`config.mk`:
```
export PLATFORM = sky130hd
export DESIGN_NAME = proposal_gate_and_best_select
export DESIGN_NICKNAME = d
export VERILOG_FILES = /design/src/hw/rtl/pgbs_pkg.sv /design/src/hw/rtl/proposal_gate_and_best_select.sv
export SDC_FILE = /design/constraint.sdc
export NUM_CORES = 1
export LEC_CHECK = 0
export BUFFER_PORTS_ARGS = -buffer_cell sky130_fd_sc_hd__buf_2
export CORE_MARGIN = 5
export CORE_UTILIZATION = 58
export CTS_CLUSTER_SIZE = 28
export DETAILED_ROUTE_END_ITERATION = 7
export PLACE_DENSITY_LB_ADDON = 0.3
export SETUP_SLACK_MARGIN = 0.5
export SYNTH_ARGS = -nofsm -noshare
export SYNTH_HDL_FRONTEND = slang
export SYNTH_SLANG_ARGS = --single-unit
```
`constraint.sdc`:
```
create_clock -name clk -period 4.7 [get_ports clk]
set_clock_uncertainty 0.1 [all_clocks]
set_input_delay 0.47 -clock clk [delete_from_list [all_inputs] [get_ports clk]]
set_output_delay 0.47 -clock clk [all_outputs]
set_load 0.05 [all_outputs]
```
`src/hw/rtl/pgbs_pkg.sv`:
```
// ----------------------------------------------------------------------------
// pgbs_pkg: shared types and constants for the proposal gate and best select
// Register indexes, gate reason codes, shield outcomes and selection modes.
// ----------------------------------------------------------------------------
`default_nettype none

package pgbs_pkg;

    // Configuration register indexes
    typedef enum logic [2:0] {
        CFG_MIN_CONFIDENCE = 3'd0,
        CFG_MAX_STATE_UNC  = 3'd1,
        CFG_MAX_ACTION_UNC = 3'd2,
        CFG_MAX_OBS_AGE    = 3'd3,
        CFG_MAX_LATENCY    = 3'd4,
        CFG_SELECTION_MODE = 3'd5,
        CFG_BATCH_LIMIT    = 3'd6
    } cfg_index_t;

    // Gate reason codes
    typedef enum logic [2:0] {
        REASON_ACCEPTED   = 3'd0,
        REASON_REPAIRED   = 3'd1,
        REASON_LOW_CONF   = 3'd2,
        REASON_STATE_UNC  = 3'd3,
        REASON_ACTION_UNC = 3'd4,
        REASON_OLD        = 3'd5,
        REASON_LATENCY    = 3'd6,
        REASON_REJECTED   = 3'd7
    } reason_t;

    // Shield outcome codes
    localparam logic [1:0] SHIELD_ACCEPT = 2'd0;
    localparam logic [1:0] SHIELD_REPAIR = 2'd1;

    // Selection modes; the remaining codes behave as lowest uncertainty
    localparam logic [1:0] MODE_ORDER = 2'd0;
    localparam logic [1:0] MODE_CONF  = 2'd1;

    // Field widths
    localparam int unsigned CONF_W  = 17;
    localparam int unsigned UNC_W   = 16;
    localparam int unsigned SUM_W   = 17;
    localparam int unsigned TIME_W  = 24;
    localparam int unsigned POS_W   = 7;
    localparam int unsigned IDX_W   = 6;
    localparam int unsigned CFG_W   = 24;
    localparam int unsigned IN_W    = 104;
    localparam int unsigned OUT_W   = 24;

    // Position counter saturates here
    localparam logic [POS_W-1:0] POS_MAX = 7'd127;

    // Index width limits the batch to this many proposals
    localparam int unsigned INDEX_SPAN = 64;

    // Reset values of the threshold registers
    localparam logic [UNC_W-1:0]  UNC_LIMIT_RST  = 16'hFFFF;
    localparam logic [TIME_W-1:0] TIME_LIMIT_RST = 24'hFFFFFF;
    localparam logic [POS_W-1:0]  BATCH_LIM_RST  = 7'd64;

    // One result item
    typedef struct packed {
        reason_t          gate_reason;
        logic             eligible;
        logic [IDX_W-1:0] item_index;
        logic             over_limit;
        logic             batch_done;
        logic             chosen_valid;
        logic [IDX_W-1:0] chosen_index;
    } result_t;

endpackage

`default_nettype wire

```
`src/hw/rtl/proposal_gate_and_best_select.sv`:
```
// ----------------------------------------------------------------------------
// proposal_gate_and_best_select
// Gates each proposal against five thresholds, keeps a running best of the
// selectable proposals and reports the chosen index at the end of a batch.
// ----------------------------------------------------------------------------
//  channel   direction  transfer when               payload
//  s_axis    in         s_tvalid & s_tready         tdata, tuser, tlast
//  m_axis    out        m_tvalid & m_tready         tdata, tlast
//  cfg       in         cfg_we                      cfg_addr, cfg_wdata
//
//  One cycle per proposal while s_tready is high: the gate, the best-so-far
//  compare and the batch counter sit between the input port and the result
//  register, and the running best loops back in the same cycle.
//  The input is taken whenever the result register is empty or being read,
//  so a stall on m_axis holds s_tready low only while a result waits.
//  Reset clears the batch state, the result valid and sets register defaults.
// ----------------------------------------------------------------------------
`default_nettype none

module proposal_gate_and_best_select #(
    parameter int unsigned MAX_BATCH = 64
) (
    input  wire logic                        clk,
    input  wire logic                        rst_n,
    // confidence[16:0], state_unc[32:17], action_unc[48:33],
    // obs_age[72:49], latency[96:73], zero[103:97]
    input  wire logic [pgbs_pkg::IN_W-1:0]   s_tdata,
    // shield_outcome[1:0]
    input  wire logic [1:0]                  s_tuser,
    input  wire logic                        s_tlast,
    input  wire logic                        s_tvalid,
    output logic                             s_tready,
    // gate_reason[2:0], eligible[3], item_index[9:4], over_limit[10],
    // chosen_valid[11], chosen_index[17:12], zero[23:18]
    output logic [pgbs_pkg::OUT_W-1:0]       m_tdata,
    output logic                             m_tlast,
    output logic                             m_tvalid,
    input  wire logic                        m_tready,
    input  wire logic                        cfg_we,
    input  wire logic [2:0]                  cfg_addr,
    input  wire logic [pgbs_pkg::CFG_W-1:0]  cfg_wdata
);

    localparam int unsigned POS_W = pgbs_pkg::POS_W;
    localparam int unsigned IDX_W = pgbs_pkg::IDX_W;

    // Largest usable limit: the parameter, capped by the index width
    localparam int unsigned LIMIT_CAP_I = (MAX_BATCH < pgbs_pkg::INDEX_SPAN) ?
                                          MAX_BATCH : pgbs_pkg::INDEX_SPAN;
    localparam logic [POS_W-1:0] LIMIT_CAP = POS_W'(LIMIT_CAP_I);

    // Configuration registers
    logic [pgbs_pkg::CONF_W-1:0] min_conf_reg;
    logic [pgbs_pkg::UNC_W-1:0]  max_state_unc_reg;
    logic [pgbs_pkg::UNC_W-1:0]  max_action_unc_reg;
    logic [pgbs_pkg::TIME_W-1:0] max_obs_age_reg;
    logic [pgbs_pkg::TIME_W-1:0] max_latency_reg;
    logic [1:0]                  mode_reg;
    logic [POS_W-1:0]            batch_limit_reg;

    // Batch state
    logic [POS_W-1:0]            next_index_reg, next_index_next;
    logic                        best_valid_reg, best_valid_next;
    logic [IDX_W-1:0]            best_index_reg, best_index_next;
    logic                        best_acc_reg, best_acc_next;
    logic [pgbs_pkg::CONF_W-1:0] best_conf_reg, best_conf_next;
    logic [pgbs_pkg::SUM_W-1:0]  best_unc_reg, best_unc_next;
    logic                        overflowed_reg, overflowed_next;

    // Result register
    logic                        out_valid_reg;
    pgbs_pkg::result_t           result_reg, result_next;

    // Input fields
    logic [pgbs_pkg::CONF_W-1:0] in_conf;
    logic [pgbs_pkg::UNC_W-1:0]  in_su;
    logic [pgbs_pkg::UNC_W-1:0]  in_au;
    logic [pgbs_pkg::TIME_W-1:0] in_age;
    logic [pgbs_pkg::TIME_W-1:0] in_lat;
    logic [pgbs_pkg::SUM_W-1:0]  in_unc;

    logic                        in_fire;
    logic [POS_W-1:0]            eff_limit;
    logic                        ovf_now;
    pgbs_pkg::reason_t           reason;
    logic                        elig;
    logic                        selectable;
    logic                        acc;
    logic                        conf_gt, conf_eq, unc_lt, unc_eq;
    logic                        beats;
    logic                        take;

    assign in_conf = s_tdata[16:0];
    assign in_su   = s_tdata[32:17];
    assign in_au   = s_tdata[48:33];
    assign in_age  = s_tdata[72:49];
    assign in_lat  = s_tdata[96:73];
    assign in_unc  = {1'b0, in_su} + {1'b0, in_au};

    // Take a new item when the result register is free or being drained
    assign s_tready = !out_valid_reg || m_tready;
    assign in_fire  = s_tvalid && s_tready;

    // Clamp the batch limit into 1 .. cap
    always_comb
    begin
        if (batch_limit_reg == '0)
        begin
            eff_limit = POS_W'(1);
        end
        else if (batch_limit_reg > LIMIT_CAP)
        begin
            eff_limit = LIMIT_CAP;
        end
        else
        begin
            eff_limit = batch_limit_reg;
        end
    end

    // Gate thresholds in priority order
    always_comb
    begin
        elig = 1'b0;
        if (in_conf < min_conf_reg)
        begin
            reason = pgbs_pkg::REASON_LOW_CONF;
        end
        else if (in_su > max_state_unc_reg)
        begin
            reason = pgbs_pkg::REASON_STATE_UNC;
        end
        else if (in_au > max_action_unc_reg)
        begin
            reason = pgbs_pkg::REASON_ACTION_UNC;
        end
        else if (in_age > max_obs_age_reg)
        begin
            reason = pgbs_pkg::REASON_OLD;
        end
        else if (in_lat > max_latency_reg)
        begin
            reason = pgbs_pkg::REASON_LATENCY;
        end
        else
        begin
            elig = 1'b1;
            if (s_tuser == pgbs_pkg::SHIELD_ACCEPT)
            begin
                reason = pgbs_pkg::REASON_ACCEPTED;
            end
            else if (s_tuser == pgbs_pkg::SHIELD_REPAIR)
            begin
                reason = pgbs_pkg::REASON_REPAIRED;
            end
            else
            begin
                reason = pgbs_pkg::REASON_REJECTED;
            end
        end
    end

    assign ovf_now    = overflowed_reg || (next_index_reg >= eff_limit);
    assign acc        = (reason == pgbs_pkg::REASON_ACCEPTED);
    assign selectable = elig && (reason != pgbs_pkg::REASON_REJECTED) && !ovf_now;

    // Compare against the running best
    assign conf_gt = in_conf > best_conf_reg;
    assign conf_eq = in_conf == best_conf_reg;
    assign unc_lt  = in_unc < best_unc_reg;
    assign unc_eq  = in_unc == best_unc_reg;

    always_comb
    begin
        if (acc != best_acc_reg)
        begin
            beats = acc;
        end
        else
        begin
            case (mode_reg)
                pgbs_pkg::MODE_ORDER: beats = 1'b0;
                pgbs_pkg::MODE_CONF:  beats = conf_gt || (conf_eq && unc_lt);
                default:              beats = unc_lt || (unc_eq && conf_gt);
            endcase
        end
    end

    assign take = selectable && (!best_valid_reg || beats);

    // Next batch state and result
    always_comb
    begin
        best_valid_next = best_valid_reg;
        best_index_next = best_index_reg;
        best_acc_next   = best_acc_reg;
        best_conf_next  = best_conf_reg;
        best_unc_next   = best_unc_reg;
        overflowed_next = ovf_now;
        next_index_next = next_index_reg;

        if (take)
        begin
            best_valid_next = 1'b1;
            best_index_next = next_index_reg[IDX_W-1:0];
            best_acc_next   = acc;
            best_conf_next  = in_conf;
            best_unc_next   = in_unc;
        end

        result_next.gate_reason  = reason;
        result_next.eligible     = elig;
        result_next.item_index   = next_index_reg[IDX_W-1:0];
        result_next.over_limit   = ovf_now;
        result_next.batch_done   = s_tlast;
        result_next.chosen_valid = 1'b0;
        result_next.chosen_index = '0;

        if (s_tlast)
        begin
            if (best_valid_next && !ovf_now)
            begin
                result_next.chosen_valid = 1'b1;
                result_next.chosen_index = best_index_next;
            end
            best_valid_next = 1'b0;
            best_index_next = '0;
            best_acc_next   = 1'b0;
            best_conf_next  = '0;
            best_unc_next   = '0;
            overflowed_next = 1'b0;
            next_index_next = '0;
        end
        else if (next_index_reg < pgbs_pkg::POS_MAX)
        begin
            next_index_next = next_index_reg + POS_W'(1);
        end
    end

    // Configuration writes
    always_ff @(posedge clk or negedge rst_n)
    begin
        if (!rst_n)
        begin
            min_conf_reg       <= '0;
            max_state_unc_reg  <= pgbs_pkg::UNC_LIMIT_RST;
            max_action_unc_reg <= pgbs_pkg::UNC_LIMIT_RST;
            max_obs_age_reg    <= pgbs_pkg::TIME_LIMIT_RST;
            max_latency_reg    <= pgbs_pkg::TIME_LIMIT_RST;
            mode_reg           <= pgbs_pkg::MODE_ORDER;
            batch_limit_reg    <= pgbs_pkg::BATCH_LIM_RST;
        end
        else if (cfg_we)
        begin
            case (pgbs_pkg::cfg_index_t'(cfg_addr))
                pgbs_pkg::CFG_MIN_CONFIDENCE: min_conf_reg       <= cfg_wdata[16:0];
                pgbs_pkg::CFG_MAX_STATE_UNC:  max_state_unc_reg  <= cfg_wdata[15:0];
                pgbs_pkg::CFG_MAX_ACTION_UNC: max_action_unc_reg <= cfg_wdata[15:0];
                pgbs_pkg::CFG_MAX_OBS_AGE:    max_obs_age_reg    <= cfg_wdata[23:0];
                pgbs_pkg::CFG_MAX_LATENCY:    max_latency_reg    <= cfg_wdata[23:0];
                pgbs_pkg::CFG_SELECTION_MODE: mode_reg           <= cfg_wdata[1:0];
                pgbs_pkg::CFG_BATCH_LIMIT:    batch_limit_reg    <= cfg_wdata[6:0];
                default:                      ;
            endcase
        end
    end

    // Advance batch state on each input transfer
    always_ff @(posedge clk or negedge rst_n)
    begin
        if (!rst_n)
        begin
            next_index_reg <= '0;
            best_valid_reg <= 1'b0;
            best_index_reg <= '0;
            best_acc_reg   <= 1'b0;
            best_conf_reg  <= '0;
            best_unc_reg   <= '0;
            overflowed_reg <= 1'b0;
        end
        else if (in_fire)
        begin
            next_index_reg <= next_index_next;
            best_valid_reg <= best_valid_next;
            best_index_reg <= best_index_next;
            best_acc_reg   <= best_acc_next;
            best_conf_reg  <= best_conf_next;
            best_unc_reg   <= best_unc_next;
            overflowed_reg <= overflowed_next;
        end
    end

    // Result valid: set on input transfer, drop when taken
    always_ff @(posedge clk or negedge rst_n)
    begin
        if (!rst_n)
        begin
            out_valid_reg <= 1'b0;
        end
        else if (in_fire)
        begin
            out_valid_reg <= 1'b1;
        end
        else if (m_tready)
        begin
            out_valid_reg <= 1'b0;
        end
    end

    // Hold the result payload until the next input transfer
    always_ff @(posedge clk)
    begin
        if (in_fire)
        begin
            result_reg <= result_next;
        end
    end

    assign m_tvalid = out_valid_reg;
    assign m_tlast  = result_reg.batch_done;
    assign m_tdata  = {6'd0,
                       result_reg.chosen_index,
                       result_reg.chosen_valid,
                       result_reg.over_limit,
                       result_reg.item_index,
                       result_reg.eligible,
                       result_reg.gate_reason};

    // A closing proposal always starts the next batch at position zero
    a_batch_restart: assert property (@(posedge clk) disable iff (!rst_n)
        (in_fire && s_tlast) |=> (next_index_reg == '0 && !best_valid_reg
                                  && !overflowed_reg))
        else $error("batch state not cleared after last proposal");

    // A chosen index only appears on the closing result
    a_chosen_at_end: assert property (@(posedge clk) disable iff (!rst_n)
        (m_tvalid && result_reg.chosen_valid) |-> result_reg.batch_done)
        else $error("chosen index reported before batch end");

    // An overflowed batch never reports a choice
    a_refused_batch: assert property (@(posedge clk) disable iff (!rst_n)
        (m_tvalid && result_reg.over_limit) |-> !result_reg.chosen_valid)
        else $error("choice reported for an overflowed batch");

    // Overflow stays set until the batch closes
    a_overflow_sticky: assert property (@(posedge clk) disable iff (!rst_n)
        (in_fire && overflowed_reg && !s_tlast) |=> overflowed_reg)
        else $error("overflow flag dropped inside a batch");

endmodule

`default_nettype wire

```
==> qor.txt, run 1 <==
status: finished, violations left
failing checks: hold timing
die footprint: 21570 µm²
final setup fails: 0
worst skew pair latency: 0.44 ns
CTS sink cnt: 176
Tmin final: 4.233 ns
H-tree levels: 4
Detailed Route WL: 28.06 mm
synth warn: 0
via count: 8686
max cap viols: 0
Slew headroom: 0.3164
GRT Residual Overflow: 0
GR met1 Demand/Resource: 0.3448
Final TNS setup: 0 ns
Final Hold Violating Endpoints: 2
buffers added on ports: 152
pin count of the biggest net entering global routing: 89
sequential power share: 0.412
number of flops mapped to enable cells by yosys: 19
total track usage: 0.2635
layout overhead on the synthesized area: 18.58%
initial antenna violation count: 5
cell area after synthesis: 10860 µm²
crit path buf inv count: 3
Pre-antenna DRT Iters: 5
net load switching power: 1526 µW
Logic pwr share: 0.278
Clock power frac: 0.310
worst hold path type: primary input to async pin
crit-path cells: buf_8 > ha_4 > a21o_1 > a21o_1 > a21oi_2 > o21ai_2 > a211o_1 > o2111a_1 > o21a_1 > o2111ai_1 > o211ai_1 > ha_1 > nand4_1 > a21oi_1 > o21ai_1 > a32oi_2 > o21ai_2 > o211ai_2 > buf_12 > buf_12 > mux2i_4 > nor2_2
crit-path max FO: 8
CP Data Required Time: 4.77 ns
Top Ports: 166
cell taking the most area after synthesis: dfstp_2
Most used DFF post-synth: dfstp_2
Min Hold Slack: -0.002945 ns
layout cells sized above 1: 0.2858
Post-DRT Antenna Nets: 0
Worst-path clk slew: 0.06 ns
LEAKAGE: 0.006030 µW
sequential area share after synthesis: 0.4235
DP Worst Slack: -0.06753 ns
Pwr per Cell Area: 374.9 nW/µm²
switch share: 0.3160
Row Count: 50
Top delay family on crit path: compound AO/OA/AOI/OAI gates
final core area utilization: 0.6933
Max Slew Vio Count: 0
Final period util: 0.9006
Seq cells post-synth: 176
final worst setup slack: 0.4671 ns
Post-synth ARST share: 0.8920
HPWL after detailed placement: 20.19 mm
Crit Path Class: primary input to flop
critical path endpoint category: flop
Initial Utilization: 0.5846
Synth top area share: 0.1959
CP startpoint kind: primary input
die width: 146.9 µm
Internal Pwr Total: 3304 µW
WL per Instance: 18.72 µm
CTS Buf Count: 17
Clock Tree Buf Depth: 2
die height: 146.9 µm
met3 usage: 0.06169
Max Clock Freq: 0.2362 GHz
VDD IR max: 0.0002460 V
Vias/cell: 5.795
worst-margin pin slew: 1.024 ns
vias in the first global route: 8903
Synth cell types: 67
DRC Markers: 0
clk root buf: clkbuf_16
critical path arrival: 4.30 ns
critical path's slowest cell: ha_1
Post-Synthesis Cells: 1084
first-pass GRT wire length: 45.09 mm
CTS tree: done
synth top area cells: dfstp_2, ha_1, dfrtp_1, edfxtp_1, inv_1
CP peak stage delay: 0.33 ns
RSZ-0062 raised after global routing: yes
area of the core: 18580 µm²
Power, Total: 4830 µW
Layout Nets: 1544
RD Place Congestion: 0.8742
GRT busiest layer: met2
DR iter-0 viols: 429
Filler Cell Count: 1390
Mapped Avg Cell Area: 10.02 µm²
M2 GR Usage: 0.4224
==> logic make-up after synthesis <==
| logic type | synth area share |
|---|---|
| muxes | 0.04388 |
| AOI/OAI and AO/OA | 0.1630 |
| DFF | 0.4235 |
| xor gates and xnor gates | 0.01290 |
| buffers and inverters | 0.06830 |
| other | 0.0003452 |
| and+or+nand+nor | 0.1088 |
| adders and majority gates | 0.1792 |
==> cell usage in the layout (no fill, tap or decap), types with 17 or more instances in the layout <==
| master | count |
|---|---|
| a21oi_1 | 56 |
| ha_1 | 150 |
| nand4_1 | 19 |
| buf_2 | 147 |
| nand2_1 | 106 |
| o21ai_0 | 86 |
| dfstp_2 | 81 |
| mux2_2 | 37 |
| nand3_1 | 20 |
| inv_1 | 143 |
| clkbuf_16 | 21 |
| a22o_1 | 38 |
| edfxtp_1 | 19 |
| a21o_1 | 17 |
| nor2_1 | 34 |
| dfrtp_1 | 76 |
==> power by group through the flow <==
stage               Sequential [µW]  Clock, µW  Combinational, µW
CTS                            1990       1510               1320
global route                   2020       1580               1530
finish                         1990       1500               1340
detailed placement             2010          0               1290
global placement               2000          0               1230
floorplan                      2030          0                867
==> through the flow <==
step,instances,area [µm²]
3_5_place_dp,1455,11950
2_1_floorplan,1089,10920
4_1_cts,1493,12680
5_1_grt,1498,12880
6_report,1499,12880
3_3_place_gp,1455,11950
==> cells in the mapped netlist (all sizes together) (10+ instances only) <==
cell and count:
nand3 21, edfxtp 19, nand2 107, dfstp 81, o211ai 10, a21o 17
o21ai 96, buf 14, clkbuf 20, a211oi 13, nor2 35, a21oi 57
nand4 19, ha 154, inv 144, a22o 38, mux2 37, dfrtp 76
==> final timing paths <==
path | start | slack, ns | cells past startpoint | end
min | rst_n | -0.003 | 1 | best_conf_reg[9]
max | s_tdata[18] | 0.47 | 22 | m_tdata[12]
max in group asynchronous | rst_n | 3.43 | 2 | max_obs_age_reg[21]
min reg2reg | best_conf_reg[10] | 0.40 | 1 | best_conf_reg[10]
min in group clk | s_tvalid | 0.15 | 2 | m_tvalid
max reg2reg | max_action_unc_reg[2] | 1.00 | 15 | best_conf_reg[5]
==> final cells by class <==
cell class | instances | area, µm² | share of cell area
Timing Repair Buffer | 176 | 1110 | 0.08616
Multi-Input combinational cell | 734 | 5709 | 0.4432
Clock inverter | 12 | 140.1 | 0.01088
Clock buffer | 20 | 479.2 | 0.03720
Tap cell | 234 | 292.8 | 0.02273
Inverter | 145 | 544.3 | 0.04225
Antenna cell | 2 | 5.005 | 0.0003885
Sequential cell | 176 | 4601 | 0.3572
==> layer usage <==
| metal | routed length [µm] | vias up | part of all wire |
|---|---|---|---|
| met1 | 11990 | 4163 | 0.43 |
| met5 | 55 | - | 0.0020 |
| met4 | 1164 | 8 | 0.041 |
| li1 | - | 4165 | - |
| met3 | 2047 | 85 | 0.073 |
| met2 | 12800 | 265 | 0.46 |
==> timing repair <==
item                                    4_1_cts  5_1_grt
endpoints found under the setup margin       39       47
buffers inserted                              5        2
hold buffers                                  0        0
gates cloned                                  1        2
pin swaps                                     5       29
gates resized for setup                       8       27
(Power assumes the default switching activity.)
==> run 2: changes to the inputs <==
--- a/config.mk
+++ b/config.mk
@@ -10,6 +10,7 @@
 export CORE_UTILIZATION = 58
 export CTS_CLUSTER_SIZE = 28
 export DETAILED_ROUTE_END_ITERATION = 7
+export HOLD_SLACK_MARGIN = 0.08
 export PLACE_DENSITY_LB_ADDON = 0.3
 export SETUP_SLACK_MARGIN = 0.5
 export SYNTH_ARGS = -nofsm -noshare
==> run 2 against run 1 <==
  * The flow now finishes without violations
  * Sequential power hardly changed
  * Sequential share of layout area barely moved
  * Die area stayed put
  * Worst hold slack improved by 0.15 ns
  * Non-clock buffer count is 1 higher
  * Critical path depth unchanged
  * Global-route usage unchanged
  * Critical path type unchanged
  * Critical endpoint is now best_conf_reg[5]
  * Largest power group unchanged
==> qor.txt, run 2 (synthesis gave the netlist of run 1 again) <==
layout overhead on the synthesized area: 18.67% (about the same)
crit-path cells: buf_8 > ha_4 > a21o_1 > a21o_1 > a21oi_2 > o21ai_2 > a211o_1 > o2111a_1 > o21a_1 > o21a_1 > o211ai_1 > ha_1 > a21o_1 > a211oi_2 > a32oi_2 > o21ai_2 > o211ai_2 > buf_12 > nor3_4 > buf_6 > clkbuf_16 > a22o_1
critical path's slowest cell: ha_1
Worst-path clk slew: 0.07 ns (about the same)
die footprint: 21570 µm² (unchanged)
critical path endpoint category: flop
final setup fails: 0 (unchanged)
Initial Utilization: 0.5846 (unchanged)
CP most frequent cell: a21o_1
Crit Path Class: primary input to flop
HPWL after detailed placement: 20.19 mm (unchanged)
DP Worst Slack: -0.06753 ns (unchanged)
CTS sink cnt: 176 (unchanged)
critical path arrival: 4.50 ns (+0.20 ns)
RD Place Congestion: 0.8742 (unchanged)
Power, Total: 4828 µW (about the same)
Tmin final: 4.226 ns (-0.006735 ns)
initial antenna violation count: 5 (unchanged)
Slew headroom: 0.3222 (+0.005716)
CP startpoint kind: primary input
clk root buf: clkbuf_16
Post-DRT Antenna Nets: 0 (unchanged)
via count: 8717 (+0.36%)
pin count of the biggest net entering global routing: 89 (unchanged)
layout cells sized above 1: 0.2856 (about the same)
total track usage: 0.2635 (unchanged)
worst hold path type: primary input to flop
Logic pwr share: 0.278 (about the same)
DR iter-0 viols: 482 (+12%)
CTS Buf Count: 17 (unchanged)
Max Slew Vio Count: 0 (unchanged)
crit-path max FO: 8 (unchanged)
status: completed
switch share: 0.3157 (about the same)
Row Count: 50 (unchanged)
CP peak stage delay: 0.30 ns (-0.03 ns)
commonest cells after routing, fill and taps aside: ha_1, buf_2, inv_1
placed insts: 1455 (unchanged)
vias in the first global route: 8903 (unchanged)
LEAKAGE: 0.006035 µW (about the same)
final worst setup slack: 0.4739 ns (+0.006735 ns)
Finished Layout Cells: 1500 (+0.067%)
worst-margin pin slew: 1.016 ns (-0.008564 ns)
VDD IR max: 0.0002463 V (about the same)
max cap viols: 0 (unchanged)
buffers added on ports: 152 (unchanged)
area of the core: 18580 µm² (unchanged)
CP Data Required Time: 4.97 ns (+0.20 ns)
Internal Pwr Total: 3304 µW (about the same)
sequential power share: 0.412 (about the same)
Pwr per Cell Area: 374.6 nW/µm² (-0.10%)
GRT Residual Overflow: 0 (unchanged)
worst skew pair latency: 0.44 ns (about the same)
Clock power frac: 0.309 (about the same)
Detailed Route WL: 28.12 mm (+0.21%)
most common library cell in the layout ignoring fill and taps: ha_1
DRC Markers: 0 (unchanged)
Final period util: 0.8992 (-0.001433)
Layout Nets: 1545 (+0.065%)
H-tree levels: 4 (unchanged)
Clock Tree Buf Depth: 2 (unchanged)
Pre-antenna DRT Iters: 5 (unchanged)
CTS tree: done
Top Ports: 166 (unchanged)
RSZ-0062 raised after global routing: yes
net load switching power: 1524 µW (-0.10%)
WL per Instance: 18.74 µm (+0.15%)
Min Hold Slack: 0.1460 ns (+0.1489 ns)
die height: 146.9 µm (unchanged)
Vias/cell: 5.811 (+0.29%)
die width: 146.9 µm (unchanged)
first-pass GRT wire length: 45.09 mm (unchanged)
Final Hold Violating Endpoints: 0 (-2)
Max Clock Freq: 0.2366 GHz (+0.16%)
==> run 2: cell types whose count changed in the layout (fill, tap and decap cells not counted) <==
| cell | before | now |
|---|---|---|
| dlygate4sd3_1 | 0 | 1 |
==> run 2: repair_timing <==
item                       CTS  global route
hold endpoints to repair    62             0
resized for setup            8            27
cloned                       1             2
buffers inserted             5             2
setup endpoints to repair   39            47
pin swaps                    5            29
hold buffers                 1             0
==> run 2: area by class of cell <==
type	instances	area, µm²
Sequential cell	176	4601
Timing Repair Buffer	177	1120
Inverter	145	544.3
Fill cell	1389	5689
Clock inverter	12	140.1
Clock buffer	20	479.2
Multi-Input combinational cell	734	5709
Tap cell	234	292.8
Antenna cell	2	5.005
==> run 2: path summary, 6_finish.rpt <==
kind	endpoint	from	slack [ns]	depth (start not counted)
max	best_conf_reg[5]	s_tdata[18]	0.47	22
max in group asynchronous	max_latency_reg[15]	rst_n	2.84	3
min	m_tvalid	s_tvalid	0.15	2
min in group asynchronous	best_conf_reg[8]	rst_n	0.58	2
min reg2reg	best_conf_reg[10]	best_conf_reg[10]	0.40	1
max reg2reg	best_conf_reg[5]	max_action_unc_reg[2]	0.99	15
==> run 2: metal layers <==
metal	vias up	wire, µm	GRT usage
met5	-	55	0
met4	8	1194	0.1105
met3	84	2096	0.06138
met2	290	12830	0.4224
met1	4165	11940	0.3450
li1	4170	-	-
==> run 2: critical path, delay by kind of cell <==
kind            cells  cell delay (ns)
fa+ha+maj           2             0.52
compound gates     15             2.75
buf+inv             4             0.58
simple gates        1             0.16
==> run 2: power groups by stage <==
| stage | logic [µW] | clock network (µW) | registers, µW |
|---|---|---|---|
| floorplan | 867 | 0 | 2030 |
| global placement | 1230 | 0 | 2000 |
| detailed placement | 1290 | 0 | 2010 |
| CTS | 1320 | 1510 | 1990 |
| global route | 1530 | 1580 | 2020 |
| finish | 1340 | 1490 | 1990 |
==> run 2: metrics by stage <==
stage	setup TNS, ns	utilization	area [µm²]
2_1_floorplan	0	-	10920
3_3_place_gp	0	0.6429	11950
3_5_place_dp	-1.533	0.6429	11950
4_1_cts	0	0.6830	12690
5_1_grt	0	0.6937	12890
6_report	0	0.6938	12890
==> run 3: changes to the inputs <==
--- a/config.mk
+++ b/config.mk
@@ -7,7 +7,7 @@
 export LEC_CHECK = 0
 export BUFFER_PORTS_ARGS = -buffer_cell sky130_fd_sc_hd__buf_2
 export CORE_MARGIN = 5
-export CORE_UTILIZATION = 58
+export CORE_UTILIZATION = 55
 export CTS_CLUSTER_SIZE = 28
 export DETAILED_ROUTE_END_ITERATION = 7
 export HOLD_SLACK_MARGIN = 0.08
==> run 3 against run 2 <==
  * Register-to-register slack worse by 0.17 ns
  * Clock-buffer cell count is 1 higher
  * Combinational power hardly changed
  * Sequential power hardly changed
  * Total power is 1.2% lower
  * Utilization is 2.3 points lower
  * Final cell count is 2.8% higher
  * Global-route usage is 1.2 points lower
  * Critical path depth is 1 lower
  * Via count is 0.23% lower
  * Die area is 5.1% higher
  * Critical path type unchanged
==> qor.txt, run 3 (synthesis gave the netlist of run 1 again) <==
worst-margin pin slew: 1.087 ns (+0.07151 ns)
Final TNS setup: 0 ns (unchanged)
initial antenna violation count: 2 (-3)
layout overhead on the synthesized area: 20.12%
Crit Path Class: primary input to flop
worst hold path type: primary input to flop
VDD IR max: 0.0002639 V (+7.2%)
Layout Nets: 1556 (+0.71%)
commonest cells after routing, fill and taps aside: ha_1, buf_2, inv_1
multi-input logic area: 5722 µm² (+0.22%)
Top Ports: 166 (unchanged)
worst skew pair latency: 0.44 ns (about the same)
LEAKAGE: 0.006123 µW (+1.5%)
area of the core: 19460 µm² (+4.7%)
CTS sink cnt: 176 (unchanged)
Clock Tree Buf Depth: 2 (unchanged)
die width: 150.5 µm (+2.5%)
Max Slew Vio Count: 0 (unchanged)
Post-DRT Antenna Nets: 0 (unchanged)
most common library cell in the layout ignoring fill and taps: ha_1
Final period util: 0.9328 (+0.03366)
Worst-path clk slew: 0.07 ns (about the same)
Pwr per Cell Area: 365.4 nW/µm² (-2.4%)
Max Clock Freq: 0.2281 GHz (-3.6%)
Pre-antenna DRT Iters: 5 (unchanged)
clk root buf: clkbuf_16
Final Hold Violating Endpoints: 0 (unchanged)
critical path endpoint category: flop
Reg2Reg Setup Slack: 0.82 ns (-0.17 ns)
CP startpoint kind: primary input
Reg area: 4601 µm² (unchanged)
placed cell areas: 12030 µm² (+0.68%)
max cap viols: 0 (unchanged)
Vias/cell: 5.640 (-2.9%)
DR iter-0 viols: 588 (+22%)
first-pass GRT wire length: 43.82 mm (-2.8%)
vias in the first global route: 8614 (-3.2%)
GRT Residual Overflow: 0 (unchanged)
layout cells sized above 1: 0.2910 (+0.005379)
status: completed
DRC Markers: 0 (unchanged)
buffers added on ports: 152 (unchanged)
pin count of the biggest net entering global routing: 95 (+6.7%)
CTS Buf Count: 17 (unchanged)
CP Data Required Time: 4.92 ns (-0.05 ns)
final setup fails: 0 (unchanged)
Initial Utilization: 0.5581 (-0.02650)
crit-path max FO: 10 (+2)
fin area: 13050 µm² (+1.2%)
Filler Cell Count: 1488 (+7.1%)
Slew headroom: 0.2713 (-0.05088)
Detailed Route WL: 28.11 mm (about the same)
Row Count: 51 (+2.0%)
RD Place Congestion: 0.8226 (-5.9%)
WL per Instance: 18.23 µm (-2.7%)
Tmin final: 4.384 ns (+0.1582 ns)
total track usage: 0.2515 (-0.01192)
die footprint: 22660 µm² (+5.1%)
HPWL after detailed placement: 20.26 mm (+0.33%)
die height: 150.5 µm (+2.5%)
via count: 8697 (-0.23%)
H-tree levels: 4 (unchanged)
CTS tree: done
RSZ-0062 raised after global routing: yes
Power, Total: 4768 µW (-1.2%)
critical path arrival: 4.61 ns (+0.11 ns)
[run 3: what timing repair did]
action                     CTS  global route
hold endpoints to repair    47             0
gates cloned                 3             2
buffers inserted             9             3
setup endpoints to repair   46            47
resized for setup           17            16
pin swaps                   21             8
hold buffers                 1             0
[run 3: path summary, 6_finish.rpt]
kind / startpoint / endpoint / cells past startpoint
min in group asynchronous: rst_n / min_conf_reg[6] / 2
worst min register to register: max_state_unc_reg[5] / max_state_unc_reg[5] / 2
worst max-delay path: s_tdata[18] / best_conf_reg[6] / 21
max in group asynchronous: rst_n / max_state_unc_reg[7] / 3
worst max register to register: max_action_unc_reg[2] / m_tdata[14] / 15
worst min-delay path: s_tvalid / m_tvalid / 2
[run 3: cell type report]
type	instances	share of cell area
clock inverter	11	0.007000
multi-input combinational	734	0.4385
sequential	176	0.3526
clock buffer	21	0.03807
inverter	145	0.04171
antenna	2	0.0003835
tap	265	0.02541
timing repair buffer	188	0.09637
[run 3: critical path, stage by stage]
cell	delay (ns)
buf_8	0.11
ha_4	0.22
a21o_1	0.15
a21o_1	0.17
a21oi_2	0.18
o21ai_1	0.11
a211o_1	0.28
o2111a_1	0.23
o21a_1	0.20
o21a_1	0.19
o211ai_1	0.29
ha_1	0.30
a21o_1	0.17
a211oi_2	0.25
a32oi_2	0.12
o21ai_2	0.21
buf_4	0.13
o211ai_1	0.09
a21o_4	0.30
clkbuf_16	0.19
a22o_1	0.23
[run 3: stage by stage]
| stage | setup slack, ns | utilization | hold WS (ns) | instances |
|---|---|---|---|---|
| floorplan | 0.4852 | - | 0.07441 | 1089 |
| global placement | 0.01754 | 0.6179 | 0.3873 | 1490 |
| detailed placement | -0.09156 | 0.6179 | 0.3917 | 1490 |
| CTS | 0.4321 | 0.6615 | 0.1373 | 1535 |
| global route | 0.1962 | 0.6703 | 0.1560 | 1541 |
| finish | 0.3156 | 0.6705 | 0.1423 | 1542 |
[run 3: metal layers]
metal	wire length [µm]	global-route usage	vias to the layer above
li1	-	-	4204
met1	12240	0.3392	4171
met2	13160	0.4014	269
met3	1793	0.05027	51
met4	902	0.09652	2
met5	12	0	-
[run 3: power breakdown]
group	switching (µW)	internal, µW	total, µW
clock	642	772	1410
sequential	106	1880	1990
combinational	789	578	1370
total	1540	3230	4770
